`src/hw/rtl/text_line_normalizer_assert.svh`:
```
// Assertion helpers shared by the line normalizer RTL.
// Each macro is sampled on clk and is off while rst_n is low.
`ifndef TEXT_LINE_NORMALIZER_ASSERT_SVH
`define TEXT_LINE_NORMALIZER_ASSERT_SVH

// Condition that must hold at every edge
`define TLN_ASSERT_ALWAYS(lbl, cond, msg) \
  lbl: assert property (@(posedge clk) disable iff (!rst_n) (cond)) else $error(msg);

// Same-cycle implication
`define TLN_ASSERT_IMPLIES(lbl, ante, cons, msg) \
  lbl: assert property (@(posedge clk) disable iff (!rst_n) (ante) |-> (cons)) \
    else $error(msg);

// Next-cycle implication
`define TLN_ASSERT_NEXT(lbl, ante, cons, msg) \
  lbl: assert property (@(posedge clk) disable iff (!rst_n) (ante) |=> (cons)) \
    else $error(msg);

`endif

```
`src/hw/rtl/tln_pkg.sv`:
```
`default_nettype none

package tln_pkg;

  // field widths
  localparam int BYTE_W = 8;
  localparam int LINE_W = 12;

  // longest line the hardware honors; larger limits are clamped to it
  localparam int MAX_LINE_LEN = 4095;
  localparam int LIM_MAX_INT  = (MAX_LINE_LEN > (2 ** LINE_W) - 1) ?
                                ((2 ** LINE_W) - 1) : MAX_LINE_LEN;
  localparam logic [LINE_W-1:0] LIM_MAX     = LIM_MAX_INT[LINE_W-1:0];
  localparam logic [LINE_W-1:0] LIMIT_RESET = 12'd4095;

  // characters of interest
  localparam logic [BYTE_W-1:0] CH_CR  = 8'h0D;
  localparam logic [BYTE_W-1:0] CH_LF  = 8'h0A;
  localparam logic [BYTE_W-1:0] CH_BSL = 8'h5C;
  localparam logic [BYTE_W-1:0] CH_SP  = 8'h20;
  localparam logic [BYTE_W-1:0] CH_TAB = 8'h09;

  // what the previous byte left waiting
  typedef enum logic [1:0] {
    HELD_NONE = 2'd0,
    HELD_CR   = 2'd1,
    HELD_BSL  = 2'd2
  } held_kind_t;

  // one result, without its last flag
  typedef struct packed {
    logic [BYTE_W-1:0] byte_v;
    logic [LINE_W-1:0] spaces;
    logic              has;
    logic              eol;
  } res_t;

  // everything one byte produces: up to two results
  typedef struct packed {
    res_t       r0;
    res_t       r1;
    logic [1:0] n;
  } step_out_t;

endpackage

`default_nettype wire

```
`src/hw/rtl/tln_if.sv`:
```
`default_nettype none

// raw byte request channel
interface tln_in_if;
  import tln_pkg::*;
  logic              valid;
  logic              ready;
  logic [BYTE_W-1:0] in_byte;
  logic              end_of_stream;

  modport source (output valid, in_byte, end_of_stream, input ready);
  modport sink   (input valid, in_byte, end_of_stream, output ready);
endinterface

// normalized result channel
interface tln_out_if;
  import tln_pkg::*;
  logic              valid;
  logic              ready;
  logic [BYTE_W-1:0] out_byte;
  logic [LINE_W-1:0] spaces_before;
  logic              has_byte;
  logic              end_of_line;
  logic              last_result;

  modport source (output valid, out_byte, spaces_before, has_byte, end_of_line,
                  last_result, input ready);
  modport sink   (input valid, out_byte, spaces_before, has_byte, end_of_line,
                  last_result, output ready);
endinterface

`default_nettype wire

```
`src/hw/rtl/tln_step.sv`:
```
`default_nettype none

// Line state and the per-byte normalization logic.
// The join flag never outlives one byte (set and used by the same newline),
// so it needs no register.
module tln_step
  import tln_pkg::*;
(
  input  wire logic              clk,
  input  wire logic              rst_n,
  input  wire logic              acc,
  input  wire logic [BYTE_W-1:0] in_byte,
  input  wire logic              end_of_stream,
  input  wire logic [LINE_W-1:0] line_limit,
  output step_out_t              step_out
);

  held_kind_t        held_r, held_nxt;
  logic              at_start_r, at_start_nxt;
  logic [LINE_W-1:0] stored_r, stored_nxt;
  logic [LINE_W-1:0] pend_r, pend_nxt;

  logic [LINE_W-1:0] lim;
  logic              is_nl;
  logic              bsl_plain;
  logic              join_nl;
  logic              swallow;
  logic              close_end;
  logic              blank;
  res_t              r0, r1;
  logic [1:0]        n;

  // effective limit: zero acts as one, large values are clamped
  always_comb begin
    if (line_limit == '0) begin
      lim = LINE_W'(1);
    end else if (line_limit > LIM_MAX) begin
      lim = LIM_MAX;
    end else begin
      lim = line_limit;
    end
  end

  assign is_nl     = (in_byte == CH_CR) || (in_byte == CH_LF);
  assign bsl_plain = (held_r == HELD_BSL) && (end_of_stream || !is_nl);
  assign join_nl   = (held_r == HELD_BSL) && !end_of_stream && is_nl;
  assign swallow   = !end_of_stream && (held_r == HELD_CR) && (in_byte == CH_LF);
  assign blank     = (in_byte == CH_SP) || (in_byte == CH_TAB);

  // one byte: held backslash first, then the byte itself, then a line close
  always_comb begin
    at_start_nxt = at_start_r;
    stored_nxt   = stored_r;
    pend_nxt     = pend_r;
    held_nxt     = HELD_NONE;
    r0           = '0;
    r1           = '0;
    n            = 2'd0;
    close_end    = 1'b0;

    // held backslash that did not join: an ordinary kept byte
    if (bsl_plain) begin
      at_start_nxt = 1'b0;
      r0.byte_v    = CH_BSL;
      r0.spaces    = pend_nxt;
      r0.has       = 1'b1;
      n            = 2'd1;
      pend_nxt     = '0;
      if (({1'b0, stored_nxt} + 13'd1) >= {1'b0, lim}) begin
        r0.eol       = 1'b1;
        at_start_nxt = 1'b1;
        stored_nxt   = '0;
      end else begin
        stored_nxt = stored_nxt + LINE_W'(1);
      end
    end

    if (end_of_stream) begin
      close_end = 1'b1;
    end else if (!swallow) begin
      if (is_nl) begin
        held_nxt = (in_byte == CH_CR) ? HELD_CR : HELD_NONE;
        if (join_nl) begin
          // joined newline becomes one stored space
          pend_nxt = pend_nxt + LINE_W'(1);
          if (({1'b0, stored_nxt} + 13'd1) >= {1'b0, lim}) begin
            close_end = 1'b1;
          end else begin
            stored_nxt = stored_nxt + LINE_W'(1);
          end
        end else begin
          close_end = 1'b1;
        end
      end else if (in_byte == CH_BSL) begin
        held_nxt = HELD_BSL;
      end else if (!(at_start_nxt && blank)) begin
        at_start_nxt = 1'b0;
        if (in_byte == CH_SP) begin
          pend_nxt = pend_nxt + LINE_W'(1);
        end else begin
          if (n == 2'd0) begin
            r0.byte_v = (in_byte == CH_TAB) ? CH_SP : in_byte;
            r0.spaces = pend_nxt;
            r0.has    = 1'b1;
            n         = 2'd1;
          end else begin
            r1.byte_v = (in_byte == CH_TAB) ? CH_SP : in_byte;
            r1.spaces = pend_nxt;
            r1.has    = 1'b1;
            n         = 2'd2;
          end
          pend_nxt = '0;
        end
        if (({1'b0, stored_nxt} + 13'd1) >= {1'b0, lim}) begin
          close_end = 1'b1;
        end else begin
          stored_nxt = stored_nxt + LINE_W'(1);
        end
      end
    end

    // close: mark the last open kept byte, else a bare line end
    if (close_end) begin
      if (n == 2'd2 && r1.has && !r1.eol) begin
        r1.eol = 1'b1;
      end else if (n == 2'd1 && r0.has && !r0.eol) begin
        r0.eol = 1'b1;
      end else if (n == 2'd0) begin
        r0.eol = 1'b1;
        n      = 2'd1;
      end else if (n == 2'd1) begin
        r1.eol = 1'b1;
        n      = 2'd2;
      end
      at_start_nxt = 1'b1;
      stored_nxt   = '0;
      pend_nxt     = '0;
    end
  end

  assign step_out.r0 = r0;
  assign step_out.r1 = r1;
  assign step_out.n  = n;

  // line state
  always_ff @(posedge clk) begin
    if (!rst_n) begin
      held_r     <= HELD_NONE;
      at_start_r <= 1'b1;
      stored_r   <= '0;
      pend_r     <= '0;
    end else if (acc) begin
      held_r     <= held_nxt;
      at_start_r <= at_start_nxt;
      stored_r   <= stored_nxt;
      pend_r     <= pend_nxt;
    end
  end

`include "text_line_normalizer_assert.svh"

  // every pending space is also a stored byte of the line
  `TLN_ASSERT_ALWAYS(a_pend_le_stored, pend_r <= stored_r, "pending spaces exceed stored count")

endmodule

`default_nettype wire

```
`src/hw/rtl/text_line_normalizer.sv`:
```
`default_nettype none

// Text line normalizer: takes one raw byte per request and returns the kept
// bytes of normalized lines, each with the count of spaces to print before it
// and flags for line end and for the last result of the request. A request
// yields zero, one or two results, held in a two-entry result register that
// the output side drains one per cycle while ready. A new byte is taken in
// the cycle that register empties, so bytes giving at most one result flow
// at one per cycle when the output is ready, and a byte giving two results
// holds the input until its second result pops. All line logic for a byte
// sits between the line state and result registers. The user must write
// line_limit (reset 4095) via cfg_we/cfg_wdata only while idle; unchecked.
module text_line_normalizer
  import tln_pkg::*;
(
  input  wire logic              clk,
  input  wire logic              rst_n,
  tln_in_if.sink                 in_ch,
  tln_out_if.source              out_ch,
  input  wire logic              cfg_we,
  input  wire logic [LINE_W-1:0] cfg_wdata
);

  logic [LINE_W-1:0] line_limit_r;
  step_out_t         step_out;
  res_t              q0_r, q0_nxt;
  res_t              q1_r, q1_nxt;
  logic [1:0]        cnt_r, cnt_nxt;
  logic              in_acc;
  logic              out_pop;

  // configuration register
  always_ff @(posedge clk) begin
    if (!rst_n) begin
      line_limit_r <= LIMIT_RESET;
    end else if (cfg_we) begin
      line_limit_r <= cfg_wdata;
    end
  end

  // take a byte once the result register drains this cycle
  assign in_ch.ready = (cnt_r == 2'd0) || (cnt_r == 2'd1 && out_ch.ready);
  assign in_acc      = in_ch.valid && in_ch.ready;
  assign out_pop     = out_ch.valid && out_ch.ready;

  tln_step u_step (
    .clk           (clk),
    .rst_n         (rst_n),
    .acc           (in_acc),
    .in_byte       (in_ch.in_byte),
    .end_of_stream (in_ch.end_of_stream),
    .line_limit    (line_limit_r),
    .step_out      (step_out)
  );

  // result register: load on request, shift on pop
  always_comb begin
    q0_nxt  = q0_r;
    q1_nxt  = q1_r;
    cnt_nxt = cnt_r;
    if (in_acc) begin
      q0_nxt  = step_out.r0;
      q1_nxt  = step_out.r1;
      cnt_nxt = step_out.n;
    end else if (out_pop) begin
      q0_nxt  = q1_r;
      cnt_nxt = cnt_r - 2'd1;
    end
  end

  always_ff @(posedge clk) begin
    if (!rst_n) begin
      cnt_r <= 2'd0;
    end else begin
      cnt_r <= cnt_nxt;
    end
  end

  always_ff @(posedge clk) begin
    q0_r <= q0_nxt;
    q1_r <= q1_nxt;
  end

  // all queued results come from one request, so the tail is the last one
  assign out_ch.valid         = (cnt_r != 2'd0);
  assign out_ch.out_byte      = q0_r.byte_v;
  assign out_ch.spaces_before = q0_r.spaces;
  assign out_ch.has_byte      = q0_r.has;
  assign out_ch.end_of_line   = q0_r.eol;
  assign out_ch.last_result   = (cnt_r == 2'd1);

`include "text_line_normalizer_assert.svh"

  // a request with no result leaves the output quiet
  `TLN_ASSERT_NEXT(a_empty_req, in_acc && step_out.n == 2'd0, !out_ch.valid, "result from empty request")
  // a request with results shows its first one next cycle
  `TLN_ASSERT_NEXT(a_req_shows, in_acc && step_out.n != 2'd0, out_ch.valid, "request result missing")
  // a bare line end carries no byte and no spaces
  `TLN_ASSERT_IMPLIES(a_bare_eol, out_ch.valid && !out_ch.has_byte, out_ch.end_of_line && out_ch.spaces_before == '0 && out_ch.out_byte == '0, "malformed bare line end")

endmodule

`default_nettype wire
```
`src/flat_wrapper.sv`:
```
// flat-port wrapper written by rule: the top's interface ports become plain ports
module text_line_normalizer_flat import tln_pkg::*;
  (clk, rst_n, cfg_we, cfg_wdata, in_ch_valid, in_ch_in_byte, in_ch_end_of_stream, in_ch_ready, out_ch_valid, out_ch_out_byte, out_ch_spaces_before, out_ch_has_byte, out_ch_end_of_line, out_ch_last_result, out_ch_ready);
  tln_in_if in_ch_i ();
  tln_out_if out_ch_i ();
  input  wire logic clk;
  input  wire logic rst_n;
  input  wire logic cfg_we;
  input  wire logic [LINE_W-1:0] cfg_wdata;
  input wire logic [$bits(in_ch_i.valid)-1:0] in_ch_valid;
  input wire logic [$bits(in_ch_i.in_byte)-1:0] in_ch_in_byte;
  input wire logic [$bits(in_ch_i.end_of_stream)-1:0] in_ch_end_of_stream;
  output wire logic [$bits(in_ch_i.ready)-1:0] in_ch_ready;
  output wire logic [$bits(out_ch_i.valid)-1:0] out_ch_valid;
  output wire logic [$bits(out_ch_i.out_byte)-1:0] out_ch_out_byte;
  output wire logic [$bits(out_ch_i.spaces_before)-1:0] out_ch_spaces_before;
  output wire logic [$bits(out_ch_i.has_byte)-1:0] out_ch_has_byte;
  output wire logic [$bits(out_ch_i.end_of_line)-1:0] out_ch_end_of_line;
  output wire logic [$bits(out_ch_i.last_result)-1:0] out_ch_last_result;
  input wire logic [$bits(out_ch_i.ready)-1:0] out_ch_ready;
  assign in_ch_i.valid = in_ch_valid;
  assign in_ch_i.in_byte = in_ch_in_byte;
  assign in_ch_i.end_of_stream = in_ch_end_of_stream;
  assign in_ch_ready = in_ch_i.ready;
  assign out_ch_valid = out_ch_i.valid;
  assign out_ch_out_byte = out_ch_i.out_byte;
  assign out_ch_spaces_before = out_ch_i.spaces_before;
  assign out_ch_has_byte = out_ch_i.has_byte;
  assign out_ch_end_of_line = out_ch_i.end_of_line;
  assign out_ch_last_result = out_ch_i.last_result;
  assign out_ch_i.ready = out_ch_ready;
  text_line_normalizer u_core (.clk(clk), .rst_n(rst_n), .in_ch(in_ch_i), .out_ch(out_ch_i), .cfg_we(cfg_we), .cfg_wdata(cfg_wdata));
endmodule
```
`config.mk`:
```
export PLATFORM = sky130hd
export DESIGN_NAME = text_line_normalizer_flat
export DESIGN_NICKNAME = d
export VERILOG_FILES = /design/src/hw/rtl/tln_pkg.sv /design/src/hw/rtl/tln_if.sv /design/src/hw/rtl/tln_step.sv /design/src/hw/rtl/text_line_normalizer.sv /design/src/flat_wrapper.sv
export VERILOG_INCLUDE_DIRS = /design/src /design/src/hw/rtl
export SDC_FILE = /design/constraint.sdc
export NUM_CORES = 1
export LEC_CHECK = 0
export BUFFER_PORTS_ARGS = -buffer_cell sky130_fd_sc_hd__clkbuf_2
export CORE_MARGIN = 2
export CORE_UTILIZATION = 26
export DETAILED_ROUTE_END_ITERATION = 16
export GPL_TIMING_DRIVEN = 1
export MAX_ROUTING_LAYER = met4
export PLACE_DENSITY = 0.38
export SLEW_MARGIN = 20
export SYNTH_ARGS = -nofsm -noshare
export SYNTH_HDL_FRONTEND = slang
export SYNTH_HIERARCHICAL = 1
export SYNTH_SLANG_ARGS = --single-unit
```
`constraint.sdc`:
```
create_clock -name clk -period 8.6 [get_ports clk]
set_input_delay 1.72 -clock clk [delete_from_list [all_inputs] [get_ports clk]]
set_output_delay 1.72 -clock clk [all_outputs]
set_load 0.02 [all_outputs]
```
## Word-level counts from Yosys, hierarchy flattened

Cells that the tools add are included.

- Flip-flop bits (word level): 85
- Latch bits: 0
- Memory bits (writable): 0
- Bits in read-only memories: 0
- Input port bits: 26
- Word-level logic and storage cells: 141
- Memories: 0

- Add/sub/neg operators: 6
- $mul: 0
- Div/mod/pow operators: 0
- $lt $le $gt $ge: 3
- Equal/unequal tests: 10
- Shift operators: 0
- Muxes and demuxes: 82
- Bitwise logic cells: 0
- Reductions and logical operators: 26

Operators with widths:

| operator | number |
|---|---|
| 2-to-1 mux 12 bit | 21 |
| 2-to-1 mux 21 bit | 8 |
| 2-to-1 mux 22 bit | 2 |
| adder 12 x 1 -> 12 bit, second input constant | 3 |
| 2-to-1 mux 2 bit | 18 |
| 2-to-1 mux 1 bit | 32 |
| adder 12 x 1 -> 13 bit, second input constant | 2 |
| greater-or-equal comparator 13 x 12 -> 1 bit | 2 |
| equality test 8 x 4 -> 1 bit, second input constant | 3 |
| > comparator 12 bit, second input constant | 1 |
| logical AND 1 bit | 12 |
| zero test 12 bit | 1 |
| equality test 8 x 6 -> 1 bit, second input constant | 1 |
| equality test 8 x 7 -> 1 bit, second input constant | 1 |
| 2-to-1 mux 8 bit | 1 |
| OR reduction 7 bit | 1 |
| equality test 2 x 1 -> 1 bit, second input constant | 3 |
| zero test 2 bit | 3 |
| equality test 2 bit, second input constant | 2 |
| logical OR 1 bit | 4 |
| nonzero test 2 bit | 2 |
| zero test 1 bit | 3 |
| subtractor 2 x 1 -> 2 bit, second input constant | 1 |

## Longest topological paths before layout

Gate-level depths: netlist (run 1).

- Depth after elaboration: 21
- Mapped depth: 33
- Mapped depth without buffers: 29

## Hierarchy

The synthesis (run 1) kept the hierarchy.

By module, submodules not included:

| module | times used | cells each | area an instance (µm²) | sequential area each (µm²) |
|---|---|---|---|---|
| tln_step | 1 | 625 | 4438.0 | 540.5 |
| text_line_normalizer | 1 | 127 | 2258.4 | 1601.5 |

## Least setup slack after synthesis (run 1)

Ideal clock, no wire load.

- Path type: input port to flip-flop
- Start: in in_ch_in_byte[4]
- End: reg u_core.q0_r (netlist bit u_core/out_ch.end_of_line), data pin
- Arrival: 6.340 ns
- Data required time: 8.340 ns
- Path slack: 2.000 ns
- Cell stages on the path: 27
- Cells stage by stage: nor3_4 > o211ai_2 > nand2_2 > buf_6 > buf_6 > buf_2 > buf_2 > buf_4 > nand2_1 > o21ai_0 > ha_1 > inv_1 > nor4_4 > buf_6 > xnor2_1 > ha_1 > or3_1 > a221oi_1 > o31ai_1 > a31oi_1 > o21ai_0 > a41o_1 > a21oi_2 > buf_6 > buf_6 > o32ai_2 > mux2_4

RTL lines:

| item | RTL line | source |
|---|---|---|
| start: declaration | flat_wrapper.sv:11 | `input wire logic [$bits(in_ch_i.in_byte)-1:0] in_ch_in_byte;` |
| end signal: assignment | text_line_normalizer.sv:80 | `q0_r <= q0_nxt;` |
| end: declaration | text_line_normalizer.sv:26 | `res_t q0_r, q0_nxt;` |

==> results.cfg, run 1 <==
[outcome]
status = complete, no violations

[yosys]
synth_top_flop_cell = edfxtp_1
synthAdderAreaFrac_pct = 6.540
ys_seq_area_share_pct = 31.99
synthCells = 752
ys_warn_count = 6
synth_cell_types = 96
ys_async_sr_fraction_pct = 0
synth_compound_area_share_pct = 19.73
synthMuxAreaShare_pct = 7.754
syn_avg_cell_area_um2 = 8.905
ys_seq_elements = 85
netlist_area_mm2 = 0.006696
synth_xor_area_share_pct = 3.270
synth_top_family_by_area = simple AND/OR/NAND/NOR gates
synth_edf_count = 44
synthSimpleGateAreaFrac_pct = 22.87

[clock_network]
cts_resized = 0
clock_path_buffers = 2
clock_latency_ns = 0.35
htreeDepth = 3
clk_pin_slew_ns = 0.07
cts.sinks = 85
cts_hold_buf = 0
numCtsBuffers = 9
tritoncts = done
post-cts-setup-buffers = 0
cts_root_buf = clkbuf_16

[grt]
grt-ovfl-total = 0
grt_use_total_pct = 16.40
grt_pass1_vias = 5628
grt_max_degree = 40
grt_pass1_wl_mm = 32.88
antenna_found_initial = 0

[final_layout]
antennaDiodeCount = 0
drive_above_1_share_pct = 17.37
area_delta_synth_final_pct = 10.11
final_common_cell = nand2_1
seq_area_mm2 = 0.002142
most-common-layout-cells = nand2_1, clkbuf_2, nor2_1
fillers = 2759
multi_input_area_mm2 = 0.004076
finalNetCount = 833

[placement]
dp_hpwl_mm = 15.57
port_buffers = 50
place_congestion = 0.8359
dp_slack_ns = 1.158

[critical_path]
rr_endpoint = u_core/out_ch.end_of_line
cp.arrival_ns = 7.50
worstSetupStartpointType = flop
end_kind = flop
crit_type = reg -> reg
regToRegStartpoint = u_core/u_step/stored_r[0]
crit_fanout = 11
ff2ff_setup_slack_ns = 1.20
r2r_cells = 27
crit_required_ns = 8.70

[sta]
timing.fmax_ghz = 0.1352
setup_ws_ns = 1.202
maxSlewViolCount = 0
period_minus_slack_ns = 7.398
setup_tns_ns = 0
hold_violations = 0
fin_skew_ns = 0.01141
rsz0062_at_grt = no
post-route-period-util_pct = 86.03
maxSlewHeadroom_pct = 28.96
tightest_slew_ns = 1.061
setup-violations-final = 0

[power_and_ir_drop]
peakVddDrop_v = 0.00007269
power_density_mw_per_mm2 = 163.1
power.leakage_nw = 3.014

[die]
die_x_um = 164.5
rows = 58
core_region_area_mm2 = 0.02525
die-area_mm2 = 0.02706
ios = 51
initial_core_util_pct = 26.52
die_h_um = 164.5

[detailed_routing]
vias = 5824
wl_mm = 21.34
drtAntennaViolNets = 0
drt_iter0_markers = 381
remaining_drc_errors = 0
vias_per_cell = 5.261
avgRoutedWirePerCell_um = 19.27
first_pass_iters = 5

[hold_path]
whs_endpoint = u_core/u_step/held_r[0]
hold_start = u_core/u_step/held_r[0]
hold_depth = 2
hold_class = reg -> reg

[run]
timing.max_cap.violations = 0
[per-layer routing]
| layer | global-route usage [%] | share of wire (%) | vias up |
|---|---|---|---|
| li1 | - | - | 2812 |
| met1 | 21.18 | 46 | 2840 |
| met2 | 26.49 | 48 | 147 |
| met3 | 2.160 | 4.0 | 25 |
| met4 | 5.613 | 2.4 | 0 |
| met5 | - | 0 | - |
[sequential cells by signal, summed over array words and instances (netlist names), 2 cells and up]
register,flops
u_core/cnt_r,2
u_core/line_limit_r,12
u_core/u_step/held_r,2
u_core/q1_r,22
u_core/out_ch.spaces_before,12
u_core/out_ch.out_byte,8
u_core/u_step/stored_r,12
u_core/u_step/pend_r,12
[Yosys cell counts, types with 12 or more instances]
cell type  number  area share (%)
buf_4          16             1.8
nand2_1        78             4.4
edfxtp_1       44              20
nor3_1         20             1.5
nand3_1        38             2.8
inv_1          36             2.0
clkbuf_1       23             1.3
nor2b_1        16             1.5
o21ai_0        35             2.6
nor2_1         46             2.6
mux2i_1        19             2.8
ha_1           35             6.5
a21oi_1        28             2.1
dfxtp_1        41              12
mux2_4         18             4.0
xnor2_1        19             2.5
buf_2          12            0.90
and3_1         15             1.4
[where the power goes]
group | switching [mW] | internal [mW] | leakage, nW
Combinational | 0.191 | 0.108 | 2.11
Clock | 0.183 | 0.197 | 0.132
Sequential | 0.0222 | 0.502 | 0.769
Total | 0.396 | 0.806 | 3.01
[worst max path at each step]
stage / from / end / slack [ns]
5_1_grt: u_core/u_step/stored_r[0] / u_core/out_ch.end_of_line / 0.52
4_1_cts: u_core/u_step/stored_r[0] / u_core/out_ch.end_of_line / 1.25
6_report: u_core/u_step/stored_r[0] / u_core/out_ch.end_of_line / 1.20
3_5_place_dp: in_ch_end_of_stream / u_core/out_ch.end_of_line / 1.16
2_1_floorplan: in_ch_in_byte[4] / u_core/out_ch.end_of_line / 2.00
3_3_place_gp: in_ch_end_of_stream / u_core/out_ch.end_of_line / 1.20
[worst max-delay path, stage by stage (launching register included)]
cell	delay (ns)
dfxtp_1	0.51
ha_1	0.37
nand2_1	0.17
nor2_1	0.22
nand2_1	0.09
xor2_1	0.22
inv_1	0.08
ha_1	0.31
a21o_1	0.18
a21oi_1	0.22
o21ai_2	0.10
or3_1	0.55
o21ai_0	0.34
ha_1	0.25
inv_1	0.13
nor4_4	0.32
xnor2_1	0.10
ha_1	0.22
or3_1	0.36
a221oi_1	0.21
o31ai_1	0.16
a31oi_1	0.47
o21ai_0	0.16
a41o_1	0.27
a21oi_2	0.42
buf_4	0.31
o32ai_2	0.10
mux2_4	0.28
[kinds of logic (layout without fill, tap and decap cells)]
kind of cell	count (synthesis)	count (layout)
fa+ha+maj	35	35
mux	42	42
compound gates	180	180
xor+xnor	25	25
other cells	1	12
flops	85	85
buf+inv	99	113
simple gates	285	285
[area by class of cell]
class | instances | area share [%]
Timing Repair Buffer | 60 | 4.412
Multi-Input combinational cell | 579 | 55.29
Clock buffer | 9 | 3.054
Tap cell | 330 | 5.600
Sequential cell | 85 | 29.05
Inverter | 37 | 1.884
Clock inverter | 7 | 0.7127
[stage by stage]
stage	cell area [um^2]	hold slack, ns	util, %	cells	power, mW
6_report	7373	0.4935	29.20	1107	1.203
5_1_grt	7373	0.5382	29.20	1107	1.263
4_1_cts	7373	0.4979	29.20	1107	1.225
3_5_place_dp	7096	0.4886	28.10	1091	0.8379
3_3_place_gp	7093	0.4715	28.09	1091	0.8334
2_1_floorplan	6738	0.4413	-	763	0.7441
(Power assumes the default switching activity.)
==> run 2, diff against run 1 <==
--- a/config.mk
+++ b/config.mk
@@ -6,13 +6,13 @@
 export SDC_FILE = /design/constraint.sdc
 export NUM_CORES = 1
 export LEC_CHECK = 0
-export BUFFER_PORTS_ARGS = -buffer_cell sky130_fd_sc_hd__clkbuf_2
 export CORE_MARGIN = 2
 export CORE_UTILIZATION = 26
 export DETAILED_ROUTE_END_ITERATION = 16
+export DONT_BUFFER_PORTS = 1
 export GPL_TIMING_DRIVEN = 1
 export MAX_ROUTING_LAYER = met4
-export PLACE_DENSITY = 0.38
+export PLACE_DENSITY = 0.36
 export SLEW_MARGIN = 20
 export SYNTH_ARGS = -nofsm -noshare
 export SYNTH_HDL_FRONTEND = slang
==> results.cfg, run 2 (same netlist as run 1, synthesis figures left out) <==
[detailed_routing]
drtAntennaViolNets = 0
remaining_drc_errors = 0
first_pass_iters = 5
avgRoutedWirePerCell_um = 20.40
drt_iter0_markers = 449
vias_per_cell = 5.351
wl_mm = 21.58
vias = 5661

[sta]
setup-violations-final = 0
rsz0062_at_grt = no
setup_tns_ns = 0
maxSlewHeadroom_pct = 34.28
post-route-period-util_pct = 90.35
hold_violations = 0
holdWs_ns = 0.4835
timing.fmax_ghz = 0.1287
tightest_slew_ns = 0.9858
setup_ws_ns = 0.8297
period_minus_slack_ns = 7.770
fin_skew_ns = 0.01164
maxSlewViolCount = 0

[clock_network]
cts_resized = 0
cts_hold_buf = 0
clk_pin_slew_ns = 0.07
clock_path_buffers = 2
cts_root_buf = clkbuf_16
post-cts-setup-buffers = 0
cts.sinks = 85
clock_latency_ns = 0.35
tritoncts = done
numCtsBuffers = 9
htreeDepth = 3

[die]
rows = 58
initial_core_util_pct = 26.52
die-area_mm2 = 0.02706
ios = 51
die_h_um = 164.5
core_region_area_mm2 = 0.02525
die_x_um = 164.5

[final_layout]
drive_above_1_share_pct = 11.81
antennaDiodeCount = 0
finalNetCount = 784
area_delta_synth_final_pct = 6.969
largest_register = u_core/q1_r
most-common-layout-cells = nand2_1, nor2_1, edfxtp_1
final_common_cell = nand2_1
largest_reg_flops = 22
final-instance-count-excl-fill = 1058

[grt]
grt_max_degree = 38
grt_pass1_vias = 5471
grt_pass1_wl_mm = 33.20
antenna_found_initial = 0
grt_use_total_pct = 16.65
grt-ovfl-total = 0

[critical_path]
worstSetupStartpointType = flop
crit_family = compound AO/OA/AOI/OAI gates
end_kind = flop
cpMostUsedCell = ha_1
path_depth = 28
cp-startpoint = u_core/u_step/stored_r[0]
crit_end = u_core/u_step/stored_r[7]
slowest_delay_ns = 0.59
r2r_cells = 28
cp.arrival_ns = 8.06
crit_fanout = 13
ff2ff_setup_slack_ns = 0.83
regToRegStartpoint = u_core/u_step/stored_r[0]
crit_required_ns = 8.89
rr_endpoint = u_core/u_step/stored_r[7]
cp_slowest_cell = and2_1
cp_num_buf_inv = 4
crit_type = reg -> reg

[power_and_ir_drop]
peakVddDrop_v = 0.0001025
power.leakage_nw = 2.832
power.total_mw = 1.210
power_density_mw_per_mm2 = 168.9

[run]
timing.max_cap.violations = 0

[hold_path]
hold_class = reg -> reg

[placement]
dp_cells = 1042
port_buffers = 0
place_congestion = 0.8606
dp_hpwl_mm = 15.84
dp_slack_ns = 0.9139

[outcome]
status = complete, no violations
run 2: cell count changes in the layout (fill, tap and decap cells not counted), sizes merged:
| cell | before | now |
|---|---|---|
| clkinvlp | 2 | 0 |
| buf | 10 | 11 |
| clkbuf | 59 | 9 |
| inv | 37 | 43 |
| bufinv | 0 | 1 |
| clkinv | 5 | 0 |
run 2: layout make-up:
class                   instances  area (um^2)
multi-input cells             579         4076
flip-flops and latches         85         2142
clock inverters                 7        85.08
fillers                      2726        18090
repair buffers                 11        82.58
inverters                      37        138.9
clock buffers                   9        225.2
well taps                     330        412.9
run 2: tightest hold or removal path: stages, from the launching register on:
cell and delay (ns):
dfxtp_1 0.32, nand2_1 0.06, a21oi_1 0.05
run 2: how the worst min path moves through the flow:
stage                                  from                 endpoint  slack (ns)  depth (start not counted)
floorplan            u_core/line_limit_r[0]   u_core/line_limit_r[0]        0.44                          2
global placement    u_core/u_step/held_r[0]  u_core/u_step/held_r[0]        0.48                          2
detailed placement  u_core/u_step/held_r[0]  u_core/u_step/held_r[0]        0.48                          2
CTS                 u_core/u_step/held_r[0]  u_core/u_step/held_r[0]        0.49                          2
global route        u_core/u_step/held_r[1]  u_core/u_step/held_r[1]        0.51                          2
finish              u_core/u_step/held_r[0]  u_core/u_step/held_r[0]        0.48                          2
run 2: through the flow:
| stage | util (%) | area [um^2] |
|---|---|---|
| CTS | 28.35 | 7161 |
| global placement | 27.13 | 6850 |
| finish | 28.36 | 7163 |
| detailed placement | 27.13 | 6850 |
| floorplan | - | 6738 |
| global route | 28.36 | 7163 |
run 2: where the power goes:
group          internal (mW)  leakage [nW]  switching, mW
combinational         0.0819          1.91          0.134
sequential             0.504         0.769         0.0619
clock                  0.233         0.154          0.195
total                  0.819          2.83          0.391
run 2: per-layer routing:
layer	share of wire [%]	wire length [um]	up-vias	GRT usage (%)
met5	0	0	-	-
met3	4.6	999	30	2.436
met4	2.4	513	0	5.573
met2	47	10170	180	26.36
met1	46	9896	2732	21.84
li1	-	-	2719	-
==> run 3, diff against run 2 <==
--- a/config.mk
+++ b/config.mk
@@ -12,7 +12,7 @@
 export DONT_BUFFER_PORTS = 1
 export GPL_TIMING_DRIVEN = 1
 export MAX_ROUTING_LAYER = met4
-export PLACE_DENSITY = 0.36
+export PLACE_DENSITY = 0.38
 export SLEW_MARGIN = 20
 export SYNTH_ARGS = -nofsm -noshare
 export SYNTH_HDL_FRONTEND = slang
==> constraint.sdc (replaced) <==
create_clock -name clk -period 6.46 [get_ports clk]
set_input_delay 1.292 -clock clk [delete_from_list [all_inputs] [get_ports clk]]
set_output_delay 1.292 -clock clk [all_outputs]
set_load 0.02 [all_outputs]
==> results.cfg, run 3 (same netlist as run 1, synthesis figures left out) <==
[sta]
maxSlewHeadroom_pct = 31.00
fin_skew_ns = 0.01785
setup_tns_ns = 0
maxSlewViolCount = 0
period_minus_slack_ns = 6.107
post-route-period-util_pct = 94.54
hold_violations = 0
tightest_slew_ns = 1.029
setup-violations-final = 0
timing.fmax_ghz = 0.1637

[clock_network]
htreeDepth = 3
cts.sinks = 85
clock_latency_ns = 0.36
cts_root_buf = clkbuf_16
clk_pin_slew_ns = 0.07
clock_path_buffers = 2
numCtsBuffers = 9
cts_hold_buf = 0
tritoncts = done

[die]
die_x_um = 164.5
core_region_area_mm2 = 0.02525
rows = 58
die_h_um = 164.5
initial_core_util_pct = 26.52
die-area_mm2 = 0.02706
ios = 51

[critical_path]
end_kind = flop
cp_slowest_cell = or4_1
crit_required_ns = 6.74
regToRegStartpoint = u_core/u_step/stored_r[7]
cp.arrival_ns = 6.39
ff2ff_setup_slack_ns = 0.35
worstSetupStartpointType = flop
r2r_cells = 27
slowest_delay_ns = 0.56
crit_family = simple AND/OR/NAND/NOR gates
crit_type = reg -> reg
cp_num_buf_inv = 3
rr_endpoint = u_core/cnt_r[1]
cpMostUsedCell = buf_4
crit_fanout = 8

[final_layout]
multi_input_area_mm2 = 0.004134
seq_area_mm2 = 0.002147
final_common_cell = nand2_1
area_delta_synth_final_pct = 9.268
largest_reg_flops = 22
most-common-layout-cells = nand2_1, edfxtp_1, nor2_1
fillers = 2686
finalNetCount = 796
antennaDiodeCount = 0
largest_register = u_core/q1_r
drive_above_1_share_pct = 15.00

[hold_path]
hold_start = u_core/u_step/held_r[0]
hold_class = reg -> reg
hold_depth = 2
whs_endpoint = u_core/u_step/held_r[0]

[power_and_ir_drop]
power.total_mw = 1.593
peakVddDrop_v = 0.0001098
power_density_mw_per_mm2 = 217.7
power.leakage_nw = 2.883

[detailed_routing]
drtAntennaViolNets = 0
remaining_drc_errors = 0
vias_per_cell = 5.296
vias = 5667
first_pass_iters = 5
wl_mm = 21.43
avgRoutedWirePerCell_um = 20.02
drt_iter0_markers = 375

[placement]
place_congestion = 0.8956
dp_hpwl_mm = 15.80
port_buffers = 0

[grt]
grt_use_total_pct = 16.53
grtUsageMet1_pct = 20.13
grt_pass1_vias = 5604
grt-ovfl-total = 0
grtUsageMet2_pct = 28.53
grt_max_degree = 38
antenna_found_initial = 0
busiest_layer = met2
use_met3_pct = 2.160
grt_pass1_wl_mm = 33.03

[run]
timing.max_cap.violations = 0

[outcome]
status = complete, no violations
run 3: cell type report:
type | instances | area share (%)
multi-input cells | 579 | 56.50
flip-flops and latches | 85 | 29.34
well taps | 330 | 5.643
clock buffers | 9 | 3.078
repair buffers | 23 | 2.531
inverters | 37 | 1.898
clock inverters | 7 | 1.009
run 3: worst register-to-register path, delay by kind of cell (launching register included):
kind                       cells  cell delay (ns)
buffers and inverters          3             0.52
DFF                            1             0.54
muxes                          1             0.15
xor gates and xnor gates       1             0.22
and+or+nand+nor               11             2.56
AOI/OAI and AO/OA              9             1.56
adders and majority gates      2             0.49
run 3: routing by layer:
layer  routed length [um]  share of wire (%)  vias to the layer above
li1                     -                  -                     2727
met1                 9489                 44                     2787
met2                10880                 51                      126
met3                  657                3.1                       27
met4                  402                1.9                        0
met5                    0                  0                        -
run 3: power breakdown:
group | total (mW) | leakage, nW | switching [mW] | internal, mW
clock network | 0.550 | 0.136 | 0.248 | 0.302
registers | 0.752 | 0.771 | 0.0808 | 0.671
logic | 0.291 | 1.98 | 0.178 | 0.113
total | 1.59 | 2.88 | 0.506 | 1.09
run 3: timing repair:
action,in CTS,in global routing
pin swaps,0,1
buffers inserted,0,0
endpoints found under the setup margin,2,29
gates cloned,0,0
gates resized for setup,3,15
run 3: per-stage QoR:
step	instance area, um^2	util (%)	setup WS (ns)	hold WS (ns)	std cells
finish	7317	28.97	0.3529	0.4794	1070
global route	7317	28.97	-0.01581	0.4989	1070
CTS	7263	28.76	0.07570	0.4848	1070
detailed placement	6955	27.54	-0.03889	0.4751	1054
global placement	6953	27.53	0.2773	0.4734	1054
floorplan	6738	-	0.2351	0.4413	763
run 3: worst max-delay path by stage:
stage | startpoint | to | slack, ns | cells past startpoint
2_1_floorplan | u_core/u_step/stored_r[0] | u_core/out_ch.end_of_line | 0.24 | 31
3_3_place_gp | u_core/u_step/stored_r[2] | u_core/cnt_r[1] | 0.28 | 27
3_5_place_dp | u_core/u_step/stored_r[4] | u_core/cnt_r[0] | -0.04 | 30
4_1_cts | u_core/u_step/stored_r[1] | u_core/cnt_r[1] | 0.08 | 31
5_1_grt | u_core/u_step/stored_r[1] | u_core/cnt_r[1] | -0.02 | 29
6_report | u_core/u_step/stored_r[7] | u_core/cnt_r[1] | 0.35 | 27
